==> src/rtl/bfr_pkg.sv <==
// Shared types and constants for the binary frame receiver.
package bfr_pkg;

    // Frame sync bytes.
    localparam logic [7:0] SYNC_FIRST = 8'hB5;
    localparam logic [7:0] SYNC_SECOND = 8'h62;

    // Maximum payload length after reset.
    localparam logic [15:0] MAX_LEN_RESET = 16'd100;

    // Event codes reported with each result word.
    localparam logic [2:0] EV_HEADER = 3'd0;
    localparam logic [2:0] EV_PAYLOAD = 3'd1;
    localparam logic [2:0] EV_DONE = 3'd2;
    localparam logic [2:0] EV_SYNC_ERR = 3'd3;
    localparam logic [2:0] EV_LEN_ERR = 3'd4;
    localparam logic [2:0] EV_ABORT = 3'd5;

    // Parser phases, one-hot.
    typedef enum logic [8:0] {
        PH_IDLE    = 9'b000000001,
        PH_SYNC2   = 9'b000000010,
        PH_CLASS   = 9'b000000100,
        PH_ID      = 9'b000001000,
        PH_LEN_LO  = 9'b000010000,
        PH_LEN_HI  = 9'b000100000,
        PH_PAYLOAD = 9'b001000000,
        PH_CK_A    = 9'b010000000,
        PH_CK_B    = 9'b100000000
    } phase_t;

    // One received word.
    typedef struct packed {
        logic [7:0] rx_byte;
        logic       abort_frame;
    } in_word_t;

    // One result word.
    typedef struct packed {
        logic [2:0]  event_res;
        logic [7:0]  payload_byte;
        logic [15:0] payload_index;
        logic [7:0]  message_class;
        logic [7:0]  message_id;
        logic [15:0] frame_length;
        logic [7:0]  check_first;
        logic [7:0]  check_second;
    } out_word_t;

endpackage

==> src/rtl/binary_frame_receiver_top.sv <==
// Binary frame receiver: byte-wise frame parser with a registered result and skid stage.
// Each result word is registered into out_data, or into the skid stage while the output word is stalled.
// Throughput: one input word per cycle while in_stall is low; each input word yields exactly one result word.
// The parser phase and held header fields update in the accept cycle, so back-to-back
// words need no bubbles; a two-entry output (result register plus skid) absorbs stalls.
// Reset clears the parser to idle, the held fields to zero and the length limit to 100.
module binary_frame_receiver_top
    import bfr_pkg::*;
(
    input  logic        clk,
    input  logic        rst_n,
    input  logic        cfg_write_en,
    input  logic [15:0] cfg_write_data,
    input  logic        in_valid,
    output logic        in_stall,
    input  in_word_t    in_data,
    output logic        out_valid,
    input  logic        out_stall,
    output out_word_t   out_data
);

    logic [15:0] max_len_reg;
    phase_t      phase_reg, phase_next;
    logic [7:0]  held_class_reg, held_class_next;
    logic [7:0]  held_id_reg, held_id_next;
    logic [15:0] held_length_reg, held_length_next;
    logic [15:0] bytes_remaining_reg, bytes_remaining_next;
    logic [7:0]  held_check_first_reg, held_check_first_next;

    out_word_t   out_data_reg, skid_data_reg, result;
    logic        out_valid_reg, skid_valid_reg;

    logic        accept;
    logic        out_take;
    logic [15:0] len_full;
    logic [2:0]  ev;
    logic [7:0]  pbyte;
    logic [15:0] pidx;
    logic [7:0]  ck1;
    logic [7:0]  ck2;

    // Handshake: stall input only while the skid stage is occupied.
    assign in_stall  = skid_valid_reg;
    assign accept    = in_valid && !skid_valid_reg;
    assign out_take  = out_valid_reg && !out_stall;
    assign out_valid = out_valid_reg;
    assign out_data  = out_data_reg;

    // Length word assembled from the held low byte and the incoming high byte.
    assign len_full = {in_data.rx_byte, held_length_reg[7:0]};

    // Next parser state and the result for the incoming word.
    always_comb
    begin
        phase_next            = phase_reg;
        held_class_next       = held_class_reg;
        held_id_next          = held_id_reg;
        held_length_next      = held_length_reg;
        bytes_remaining_next  = bytes_remaining_reg;
        held_check_first_next = held_check_first_reg;
        ev    = EV_HEADER;
        pbyte = 8'd0;
        pidx  = 16'd0;
        ck1   = 8'd0;
        ck2   = 8'd0;

        if (in_data.abort_frame)
        begin
            ev         = EV_ABORT;
            phase_next = PH_IDLE;
        end
        else
        begin
            case (phase_reg)
                PH_SYNC2:
                begin
                    if (in_data.rx_byte == SYNC_SECOND)
                    begin
                        phase_next = PH_CLASS;
                    end
                    else
                    begin
                        ev         = EV_SYNC_ERR;
                        phase_next = PH_IDLE;
                    end
                end
                PH_CLASS:
                begin
                    held_class_next = in_data.rx_byte;
                    phase_next      = PH_ID;
                end
                PH_ID:
                begin
                    held_id_next = in_data.rx_byte;
                    phase_next   = PH_LEN_LO;
                end
                PH_LEN_LO:
                begin
                    held_length_next = {8'd0, in_data.rx_byte};
                    phase_next       = PH_LEN_HI;
                end
                PH_LEN_HI:
                begin
                    held_length_next = len_full;
                    if (len_full > max_len_reg)
                    begin
                        ev         = EV_LEN_ERR;
                        phase_next = PH_IDLE;
                    end
                    else
                    begin
                        bytes_remaining_next = len_full;
                        phase_next = (len_full == 16'd0) ? PH_CK_A : PH_PAYLOAD;
                    end
                end
                PH_PAYLOAD:
                begin
                    ev    = EV_PAYLOAD;
                    pbyte = in_data.rx_byte;
                    pidx  = held_length_reg - bytes_remaining_reg;
                    bytes_remaining_next = bytes_remaining_reg - 16'd1;
                    if (bytes_remaining_reg == 16'd1)
                    begin
                        phase_next = PH_CK_A;
                    end
                end
                PH_CK_A:
                begin
                    held_check_first_next = in_data.rx_byte;
                    phase_next            = PH_CK_B;
                end
                PH_CK_B:
                begin
                    ev         = EV_DONE;
                    ck1        = held_check_first_reg;
                    ck2        = in_data.rx_byte;
                    phase_next = PH_IDLE;
                end
                default:
                begin
                    // Idle, and any illegal code, waits for the first sync byte.
                    if (in_data.rx_byte == SYNC_FIRST)
                    begin
                        held_class_next  = 8'd0;
                        held_id_next     = 8'd0;
                        held_length_next = 16'd0;
                        phase_next       = PH_SYNC2;
                    end
                    else
                    begin
                        ev         = EV_SYNC_ERR;
                        phase_next = PH_IDLE;
                    end
                end
            endcase
        end

        result.event_res     = ev;
        result.payload_byte  = pbyte;
        result.payload_index = pidx;
        result.message_class = held_class_next;
        result.message_id    = held_id_next;
        result.frame_length  = held_length_next;
        result.check_first   = ck1;
        result.check_second  = ck2;
    end

    // Configuration register.
    always_ff @(posedge clk or negedge rst_n)
    begin
        if (!rst_n)
        begin
            max_len_reg <= MAX_LEN_RESET;
        end
        else if (cfg_write_en)
        begin
            max_len_reg <= cfg_write_data;
        end
    end

    // Parser state, updated once per accepted word.
    always_ff @(posedge clk or negedge rst_n)
    begin
        if (!rst_n)
        begin
            phase_reg            <= PH_IDLE;
            held_class_reg       <= 8'd0;
            held_id_reg          <= 8'd0;
            held_length_reg      <= 16'd0;
            bytes_remaining_reg  <= 16'd0;
            held_check_first_reg <= 8'd0;
        end
        else if (accept)
        begin
            phase_reg            <= phase_next;
            held_class_reg       <= held_class_next;
            held_id_reg          <= held_id_next;
            held_length_reg      <= held_length_next;
            bytes_remaining_reg  <= bytes_remaining_next;
            held_check_first_reg <= held_check_first_next;
        end
    end

    // Output register and skid stage control.
    always_ff @(posedge clk or negedge rst_n)
    begin
        if (!rst_n)
        begin
            out_valid_reg  <= 1'b0;
            skid_valid_reg <= 1'b0;
        end
        else if (skid_valid_reg)
        begin
            if (out_take)
            begin
                skid_valid_reg <= 1'b0;
            end
        end
        else if (accept)
        begin
            if (!out_valid_reg || out_take)
            begin
                out_valid_reg <= 1'b1;
            end
            else
            begin
                skid_valid_reg <= 1'b1;
            end
        end
        else if (out_take)
        begin
            out_valid_reg <= 1'b0;
        end
    end

    // Output and skid payload.
    always_ff @(posedge clk)
    begin
        if (skid_valid_reg)
        begin
            if (out_take)
            begin
                out_data_reg <= skid_data_reg;
            end
        end
        else if (accept)
        begin
            if (!out_valid_reg || out_take)
            begin
                out_data_reg <= result;
            end
            else
            begin
                skid_data_reg <= result;
            end
        end
    end

    // The skid stage is only ever filled behind a waiting result word.
    assert property (@(posedge clk) disable iff (!rst_n)
        skid_valid_reg |-> out_valid_reg)
        else $error("skid word held without an output word");

    // The skid stage fills only when the output word was stalled.
    assert property (@(posedge clk) disable iff (!rst_n)
        $rose(skid_valid_reg) |-> $past(out_valid_reg && out_stall))
        else $error("skid stage filled while output was free");

    // In the payload phase there is always at least one byte left.
    assert property (@(posedge clk) disable iff (!rst_n)
        (phase_reg == PH_PAYLOAD) |-> (bytes_remaining_reg != 16'd0))
        else $error("payload phase with no bytes remaining");

    // A reported payload index always lies inside the frame.
    assert property (@(posedge clk) disable iff (!rst_n)
        (out_valid_reg && out_data_reg.event_res == EV_PAYLOAD)
            |-> (out_data_reg.payload_index < out_data_reg.frame_length))
        else $error("payload index beyond frame length");

endmodule

==> config.mk <==
export PLATFORM = sky130hd
export DESIGN_NAME = binary_frame_receiver_top
export DESIGN_NICKNAME = d
export VERILOG_FILES = /design/src/rtl/bfr_pkg.sv /design/src/rtl/binary_frame_receiver_top.sv
export SDC_FILE = /design/constraint.sdc
export NUM_CORES = 1
export LEC_CHECK = 0
export BUFFER_PORTS_ARGS = -buffer_cell sky130_fd_sc_hd__buf_4
export CORE_ASPECT_RATIO = 1.25
export CORE_MARGIN = 2
export CORE_UTILIZATION = 53
export CTS_BUF_LIST = sky130_fd_sc_hd__clkbuf_4 sky130_fd_sc_hd__clkbuf_8 sky130_fd_sc_hd__clkbuf_16
export CTS_CLUSTER_SIZE = 20
export DETAILED_ROUTE_END_ITERATION = 12
export PLACE_DENSITY_LB_ADDON = 0.12
export SLEW_MARGIN = 20
export SYNTH_ARGS = -nofsm -noshare
export SYNTH_HDL_FRONTEND = slang
export SYNTH_SLANG_ARGS = --single-unit
==> constraint.sdc <==
create_clock -name clk -period 6.26 [get_ports clk]
set_clock_uncertainty 0.15 [all_clocks]
set_input_delay 0.626 -clock clk [delete_from_list [all_inputs] [get_ports clk]]
set_output_delay 0.626 -clock clk [all_outputs]
set_load 0.005 [all_outputs]
==> flow_metrics.py, run 1 <==
metrics = {
    "final_layout": {
        "final_nets": 1099,
        "final_common_cell": "edfxtp_1",
        "insertedDiodeCount": 0,
        "final_area_um2": 13200,
        "syn2layout_area_growth_pct": 15.65,
        "final_util": 0.6189,
        "most-common-layout-cells": "edfxtp_1 (150), buf_4 (113), dfrtp_1 (79)",
        "final_cell_count_no_fill": 1331,
        "layout-drive-gt1-share": 0.2300,
        "n_fill_cell": 1777,
    },
    "hold_path": {
        "worstHoldPathType": "in2reg",
        "hp-start": "cfg_write_data[10]",
    },
    "timing": {
        "finalSetupViolations": 0,
        "fin_crit_ns": 3.600,
        "rsz0062_at_grt": "false",
        "relSlewSlack": 0.3462,
        "hold_violations": 0,
        "setup_tns_ns": 0,
        "timing.fmax_mhz": 277.8,
        "slew_viol_final": 0,
        "period_share": 0.5751,
        "tightest_slew_ns": 0.9807,
    },
    "worst_setup_path": {
        "crit_path_end_kind": "flop",
        "setup.worst_path.class": "reg2reg",
        "crit_path_start": "in_stall",
        "startpoint_type": "flop",
        "r2r-start": "in_stall",
        "cp_max_fo": 52,
        "crit_arrival_ns": 3.59,
        "crit_required_ns": 6.25,
    },
    "clock_network": {
        "cts_tree": "yes",
        "clkSlewWorstSetupHoldPaths_ns": 0.06,
        "cts_buffers": 24,
        "clk_path_buf_depth": 3,
        "post_cts_buffers": 0,
        "root_buffer": "clkbuf_16",
        "insertion_delay_ns": 0.52,
        "clkSinkCount": 233,
        "ctsHtreeMaxLevel": 1,
    },
    "placement": {
        "hpwl_um": 17430,
        "dpl-instance-area_um2": 12390,
        "place.gp.congestion": 0.8593,
        "io_buffers": 106,
        "placed_cells": 1287,
    },
    "floorplanning": {
        "io_pins": 107,
        "rows": 60,
        "design.die.area_um2": 22720,
        "die_y_um": 168.0,
        "start_util": 0.5352,
        "core_area_um2": 21320,
        "die_x_um": 135.2,
    },
    "global_routing": {
        "grt_max_degree": 63,
        "grt_pass1_vias": 8157,
        "grt_pass1_wl_um": 43120,
        "groute.usage.overall": 0.2398,
        "overflow": 0,
        "antenna_found_initial": 0,
    },
    "run_status": {
        "outcome": "completed",
    },
    "synthesis": {
        "synth_top_cell_by_area": "edfxtp_1",
        "synth_cell_types": 78,
        "synth_top_area_frac": 0.3948,
        "post_synth.cell_area_avg_um2": 12.06,
        "ys_warn_count": 0,
        "synthCells": 946,
        "ys_seq_elements": 233,
        "yosys-top-cells-area": "edfxtp_1 (39%), dfrtp_1 (17%), mux2_2 (5.4%)",
        "synth-async-reset-ratio": 0.3562,
        "synth_edf_count": 150,
        "synthesis.nets": 1010,
        "ys.flop_type": "edfxtp_1",
        "yosysSeqAreaShare": 0.5773,
        "synth.cell_area_um2": 11410,
    },
    "routing": {
        "antenna_left": 0,
        "drcViolationCount": 0,
        "first_pass_iters": 5,
        "drt_iter0_markers": 501,
        "num_vias": 8043,
        "drt-total-wl_um": 26740,
        "wl_per_cell_um": 20.09,
        "avgViaCountPerCell": 6.043,
    },
    "power": {
        "total_leakage_power_nw": 5.474,
        "power_density_nw_per_um2": 356.6,
        "peakVddDrop_mv": 0.2339,
    },
    "job": {
        "drv_cap": 0,
    },
}
-- where the power goes --
group / internal (W) / total [W] / switching (W) / leakage (nW)
logic: 0.000518 / 0.00111 / 0.000595 / 2.59
clock network: 0.000841 / 0.00143 / 0.000587 / 0.403
registers: 0.00205 / 0.00216 / 0.000110 / 2.49
-- cells by family (layout without fill, tap and decap cells) --
group | after synthesis | after routing | share of synthesized area
AOI/OAI and AO/OA | 272 | 272 | 0.1685
xor gates and xnor gates | 14 | 14 | 0.01075
adders and majority gates | 34 | 34 | 0.03794
buffers and inverters | 89 | 195 | 0.03246
DFF | 233 | 233 | 0.5773
muxes | 57 | 57 | 0.05637
and+or+nand+nor | 247 | 247 | 0.1167
-- repair_timing --
item,in CTS,in global routing
hold endpoints to repair,18,0
hold buffers,1,0
gates resized for setup,0,0
-- per-stage QoR --
stage | setup WS [ns] | power, W | hold slack, ns
6_report | 2.660 | 0.004705 | 0.1716
5_1_grt | 2.391 | 0.004933 | 0.1754
4_1_cts | 2.575 | 0.004765 | 0.1576
3_5_place_dp | 2.618 | 0.003323 | 0.3396
3_3_place_gp | 2.675 | 0.003297 | 0.3288
2_1_floorplan | 0.7362 | 0.002807 | 0.1804
-- cell type report --
type | instances | area [um2] | area share
Clock buffer | 30 | 669.4 | 0.05073
Multi-Input combinational cell | 624 | 4468 | 0.3386
Inverter | 38 | 142.6 | 0.01081
Tap cell | 279 | 349.1 | 0.02646
Sequential cell | 233 | 6586 | 0.4991
Clock inverter | 13 | 121.4 | 0.009198
Timing Repair Buffer | 114 | 858.3 | 0.06505
-- path summary, 6_finish.rpt --
path                       cells after the start  slack (ns)                 endpoint
setup / recovery                               5        2.66             out_data[25]
hold / removal                                 3        0.17          max_len_reg[10]
setup reg to reg                               5        2.66             out_data[25]
hold reg to reg                                1        0.35  held_check_first_reg[2]
max in group asynchronous                      3        4.42           held_id_reg[7]
min in group asynchronous                      2        0.38           max_len_reg[0]
-- cells in the mapped netlist (4+ instances only) --
| cell | instances |
|---|---|
| o22ai_1 | 5 |
| nand2b_1 | 10 |
| or3_1 | 6 |
| clkbuf_1 | 35 |
| nor3_1 | 15 |
| a21oi_1 | 54 |
| nand4_1 | 10 |
| mux2_2 | 55 |
| inv_1 | 36 |
| and2_1 | 19 |
| a2bb2oi_1 | 12 |
| and3_1 | 22 |
| a21o_1 | 19 |
| edfxtp_1 | 150 |
| nand3_1 | 10 |
| o2bb2ai_1 | 6 |
| o2111ai_1 | 4 |
| a22o_1 | 52 |
| dfstp_2 | 4 |
| xor2_1 | 10 |
| a22oi_1 | 4 |
| ha_1 | 33 |
| o22a_1 | 9 |
| xnor2_1 | 4 |
| buf_2 | 11 |
| nor2_1 | 50 |
| nand2_1 | 72 |
| o31ai_1 | 13 |
| dfrtp_1 | 79 |
| o21ai_0 | 55 |
| o41ai_1 | 6 |
-- worst max-delay path, cell delays in order (launching register included) --
cell	delay, ns
dfrtp_1	0.36
buf_4	0.27
nor2b_1	0.77
a21oi_1	0.16
a21oi_4	0.77
buf_4	0.68
-- routing by layer --
layer / GRT usage / routed length, um / share of wire
met5: 0 / 0 / 0
met4: 0.07609 / 769 / 0.029
met3: 0.03192 / 1566 / 0.059
met2: 0.4090 / 13110 / 0.49
met1: 0.3197 / 11290 / 0.42
Note: power is estimated with default switching activity, not from simulation.
==> run 2, diff against run 1 <==
==> constraint.sdc (replaced) <==
create_clock -name clk -period 2.99 [get_ports clk]
set_clock_uncertainty 0.15 [all_clocks]
set_input_delay 0.299 -clock clk [delete_from_list [all_inputs] [get_ports clk]]
set_output_delay 0.299 -clock clk [all_outputs]
set_load 0.005 [all_outputs]
==> run 2 against run 1 <==
Effect of this change: sequential power is 110% higher; utilization up 2.1 points; first-iteration DRC count rose by 20%; clock power is 91% higher; clock-buffer cell count up 3; die area stayed put; combinational power up 120%; sequential share of layout area decreased by 1.6 points; via count rose by 3.1%; non-clock buffer count rose by 58; largest power group unchanged.
==> flow_metrics.py, run 2 (synthesized netlist as in run 1, its figures left out) <==
metrics = {
    "floorplanning": {
        "die_x_um": 135.2,
        "design.die.area_um2": 22720,
        "start_util": 0.5352,
        "io_pins": 107,
        "core_area_um2": 21320,
        "die_y_um": 168.0,
        "rows": 60,
    },
    "routing": {
        "drt_iter0_markers": 601,
        "drcViolationCount": 0,
        "drt-total-wl_um": 28480,
        "wl_per_cell_um": 20.55,
        "avgViaCountPerCell": 5.984,
        "num_vias": 8294,
        "first_pass_iters": 5,
        "antenna_left": 0,
    },
    "power": {
        "total_leakage_power_nw": 5.716,
        "peakVddDrop_mv": 0.4524,
        "power_density_nw_per_um2": 714.7,
    },
    "timing": {
        "tightest_slew_ns": 0.8401,
        "finalSetupViolations": 0,
        "setup_tns_ns": 0,
        "rsz0062_at_grt": "false",
        "timing.fmax_mhz": 353.8,
        "period_share": 0.9452,
        "slew_viol_final": 0,
        "relSlewSlack": 0.4366,
        "fin_crit_ns": 2.826,
        "hold_violations": 0,
    },
    "final_layout": {
        "most-common-layout-cells": "edfxtp_1 (150), buf_4 (146), dfrtp_1 (79)",
        "final_common_cell": "edfxtp_1",
        "final_cell_count_no_fill": 1386,
        "syn2layout_area_growth_pct": 19.56,
        "final_area_um2": 13640,
        "insertedDiodeCount": 0,
        "final_nets": 1156,
        "layout-drive-gt1-share": 0.2484,
        "final_util": 0.6398,
    },
    "clock_network": {
        "ctsHtreeMaxLevel": 1,
        "insertion_delay_ns": 0.51,
        "clk_path_buf_depth": 3,
        "root_buffer": "clkbuf_16",
        "clkSlewWorstSetupHoldPaths_ns": 0.07,
        "clkSinkCount": 233,
        "cts_buffers": 23,
        "cts_tree": "yes",
    },
    "worst_setup_path": {
        "crit_required_ns": 3.10,
        "cp_max_fo": 8,
        "startpoint_type": "flop",
        "crit_arrival_ns": 2.93,
        "r2r_cells": 8,
        "crit_path_end_kind": "flop",
        "setup.worst_path.class": "reg2reg",
        "r2r_setup_slack_ns": 0.16,
        "r2r-start": "max_len_reg[5]",
        "cp-endpoint": "out_data[74]",
        "r2r_end": "out_data[74]",
        "crit_path_start": "max_len_reg[5]",
    },
    "hold_path": {
        "worstHoldPathType": "in2reg",
        "hp-start": "in_valid",
        "hold_depth": 3,
    },
    "global_routing": {
        "groute.usage.overall": 0.2549,
        "grt_pass1_vias": 8395,
        "use_met1": 0.3360,
        "grt_util_met2": 0.4328,
        "gr-usage-met3": 0.02830,
        "antenna_found_initial": 0,
        "overflow": 0,
        "grt_max_degree": 47,
        "grt_pass1_wl_um": 45690,
        "grt.busiest_layer": "met2",
    },
    "placement": {
        "dpl-instance-area_um2": 12720,
        "place.gp.congestion": 0.9084,
        "hpwl_um": 19410,
        "io_buffers": 106,
        "placed_cells": 1324,
    },
    "job": {
        "drv_cap": 0,
    },
    "run_status": {
        "outcome": "completed",
    },
}
==> run 2: metrics by stage <==
step	hold WS, ns	total power [W]	worst slack, ns
2_1_floorplan	-0.1466	0.005836	0.009358
3_3_place_gp	0.2028	0.007020	0.07796
3_5_place_dp	0.2075	0.007075	0.05393
4_1_cts	0.01436	0.009830	0.04575
5_1_grt	0.03133	0.01020	0.03493
6_report	0.01447	0.009750	0.1639
==> run 2: what timing repair did <==
item / in CTS / in global routing
endpoints found under the hold margin: 64 / 0
gates resized for setup: 0 / 4
hold buffers: 22 / 0
endpoints found under the setup margin: 0 / 11
setup buffers: 0 / 0
==> run 2: critical path, cell delays in order (launching register included) <==
cell	delay, ns
dfstp_2	0.52
inv_1	0.05
ha_1	0.30
a21oi_1	0.12
o21ai_0	0.09
o2bb2ai_1	0.17
o31ai_2	0.76
o21ai_2	0.13
mux2_2	0.29
==> run 2: power breakdown <==
group          total (W)  internal (W)  switching [W]  leakage [nW]
Combinational    0.00247       0.00119        0.00128          2.88
Clock            0.00273       0.00154        0.00119         0.355
Sequential       0.00455       0.00430       0.000253          2.49
==> run 2: cell type report <==
class	count	area [um2]
Clock buffer	33	663.1
Clock inverter	7	31.28
Fill cell	1760	7679
Inverter	38	142.6
Multi-Input combinational cell	624	4473
Sequential cell	233	6586
Tap cell	279	349.1
Timing Repair Buffer	172	1396
==> run 2: worst min-delay path by stage <==
| stage | to |
|---|---|
| after detailed placement | held_length_reg[0] |
| after global routing | max_len_reg[2] |
| after global placement | held_length_reg[0] |
| after floorplan | bytes_remaining_reg[0] |
| final | out_valid |
| after CTS | out_valid |
==> run 2: per-layer routing <==
metal,part of all wire,routed length [um]
met5,0,0
met1,0.42,11870
met3,0.045,1273
met4,0.040,1136
met2,0.50,14200
==> run 3, diff against run 2 <==
--- a/config.mk
+++ b/config.mk
@@ -8,7 +8,7 @@
 export BUFFER_PORTS_ARGS = -buffer_cell sky130_fd_sc_hd__buf_4
 export CORE_ASPECT_RATIO = 1.25
 export CORE_MARGIN = 2
-export CORE_UTILIZATION = 53
+export CORE_UTILIZATION = 54
 export CTS_BUF_LIST = sky130_fd_sc_hd__clkbuf_4 sky130_fd_sc_hd__clkbuf_8 sky130_fd_sc_hd__clkbuf_16
 export CTS_CLUSTER_SIZE = 20
 export DETAILED_ROUTE_END_ITERATION = 12
==> run 3 against run 2 <==
Effect of this change: clock power is 8.1% higher; clock-buffer cell count decreased by 6; combinational power is 2% lower; fmax grew 2.8%; hold slack better by 0.0073 ns; cell count fell by 0.22%; utilization grew 2.1 points; power is 1.7% higher; sequential share of layout area decreased by 0.24 points; register-to-register slack improved by 0.08 ns; critical endpoint is now out_data[58].
==> flow_metrics.py, run 3 (synthesized netlist as in run 1, its figures left out) <==
metrics = {
    "timing": {
        "hold_violations": 0,
        "relSlewSlack": 0.4536,
        "whs_ns": 0.02174,
        "finalSetupViolations": 0,
        "period_share": 0.9190,
        "tightest_slew_ns": 0.8128,
        "setup_tns_ns": 0,
        "slew_viol_final": 0,
        "rsz0062_at_grt": "false",
        "timing.fmax_mhz": 363.9,
        "fin_crit_ns": 2.748,
    },
    "final_layout": {
        "final_common_cell": "edfxtp_1",
        "syn2layout_area_growth_pct": 20.17,
        "most-common-layout-cells": "edfxtp_1 (150), buf_4 (145), dfrtp_1 (79)",
        "insertedDiodeCount": 0,
        "final_util": 0.6610,
        "final_cell_count_no_fill": 1383,
        "layout-drive-gt1-share": 0.2462,
        "final_nets": 1157,
    },
    "clock_network": {
        "post_cts_buffers": 0,
        "cts_tree": "yes",
        "insertion_delay_ns": 0.51,
        "clkSinkCount": 233,
        "ctsHtreeMaxLevel": 1,
        "root_buffer": "clkbuf_16",
        "clkSlewWorstSetupHoldPaths_ns": 0.07,
        "clk_path_buf_depth": 3,
        "cts_buffers": 23,
    },
    "floorplanning": {
        "rows": 59,
        "design.die.area_um2": 22310,
        "die_x_um": 134.0,
        "die_y_um": 166.5,
        "start_util": 0.5500,
        "core_area_um2": 20740,
        "io_pins": 107,
    },
    "global_routing": {
        "grt_max_degree": 47,
        "grt_pass1_wl_um": 44290,
        "grt_pass1_vias": 8087,
        "overflow": 0,
        "groute.usage.overall": 0.2501,
        "antenna_found_initial": 1,
    },
    "worst_setup_path": {
        "crit_path_start": "bytes_remaining_reg[0]",
        "crit_path_end_kind": "flop",
        "crit_required_ns": 3.10,
        "startpoint_type": "flop",
        "r2r_setup_slack_ns": 0.24,
        "cp_max_fo": 5,
        "setup.worst_path.class": "reg2reg",
        "r2r_cells": 9,
        "r2r-start": "bytes_remaining_reg[0]",
        "crit_arrival_ns": 2.86,
        "cp-endpoint": "out_data[58]",
        "r2r_end": "out_data[58]",
    },
    "routing": {
        "drt-total-wl_um": 27760,
        "wl_per_cell_um": 20.07,
        "antenna_left": 0,
        "first_pass_iters": 5,
        "num_vias": 8322,
        "avgViaCountPerCell": 6.017,
        "drt_iter0_markers": 656,
        "drcViolationCount": 0,
    },
    "power": {
        "total_leakage_power_nw": 5.730,
        "total_power_w": 0.009921,
        "power_density_nw_per_um2": 723.6,
        "peakVddDrop_mv": 0.5872,
    },
    "placement": {
        "place.gp.congestion": 0.9647,
        "placed_cells": 1316,
        "hpwl_um": 18790,
        "io_buffers": 106,
    },
    "job": {
        "drv_cap": 0,
    },
    "hold_path": {
        "hp-start": "in_valid",
        "worstHoldPathType": "in2reg",
    },
    "run_status": {
        "outcome": "completed",
    },
}
-- run 3: cell count changes in the layout (fill, tap and decap cells not counted), moves of 2 or more --
cell           delta
clkinvlp_4        +3
dlygate4sd3_1     +4
clkbuf_4          -6
buf_12            -2
bufinv_16         +3
-- run 3: area by class of cell --
cell class	instances	area (um2)
fillers	1612	7033
flip-flops and latches	233	6586
multi-input cells	624	4479
repair buffers	173	1389
clock buffers	27	618.1
well taps	274	342.8
clock inverters	14	152.6
inverters	38	142.6
-- run 3: metrics by stage --
step	worst slack, ns	area [um2]
finish	0.2421	13710
global route	0.03972	13710
CTS	0.06446	13700
detailed placement	0.06925	12670
floorplan	0.009358	11420
global placement	0.1146	12670
-- run 3: how the worst min path moves through the flow --
| stage | cells past startpoint | endpoint | slack (ns) |
|---|---|---|---|
| 2_1_floorplan | 0 | bytes_remaining_reg[0] | -0.15 |
| 3_3_place_gp | 1 | max_len_reg[9] | 0.16 |
| 3_5_place_dp | 1 | max_len_reg[9] | 0.17 |
| 4_1_cts | 3 | out_valid | 0.01 |
| 5_1_grt | 3 | max_len_reg[9] | 0.04 |
| 6_report | 3 | out_valid | 0.02 |
-- run 3: routing by layer --
metal | share of wire | track usage | wire length [um] | vias to the layer above
li1 | - | - | - | 3878
met1 | 0.41 | 0.3387 | 11520 | 4089
met2 | 0.48 | 0.4136 | 13450 | 288
met3 | 0.063 | 0.03166 | 1756 | 67
met4 | 0.037 | 0.09657 | 1029 | 0
met5 | 0 | 0 | 0 | -
-- run 3: repair_timing --
| item | 4_1_cts | 5_1_grt |
|---|---|---|
| hold buffers | 26 | 0 |
| endpoints found under the setup margin | 0 | 6 |
| hold endpoints to repair | 59 | 0 |
| resized for setup | 0 | 4 |
-- run 3: power by group --
group	leakage (nW)	total (W)	internal, W	switching (W)
Clock	0.374	0.00295	0.00174	0.00121
Sequential	2.49	0.00455	0.00430	0.000249
Combinational	2.87	0.00242	0.00117	0.00126
-- run 3: worst max-delay path, stage by stage, from the launching register on --
cell,delay (ns)
dfrtp_1,0.42
ha_1,0.20
inv_1,0.06
fa_1,0.43
a211oi_2,0.29
o21ai_1,0.19
a41oi_1,0.28
xor2_1,0.16
nor2_1,0.06
mux2_2,0.26
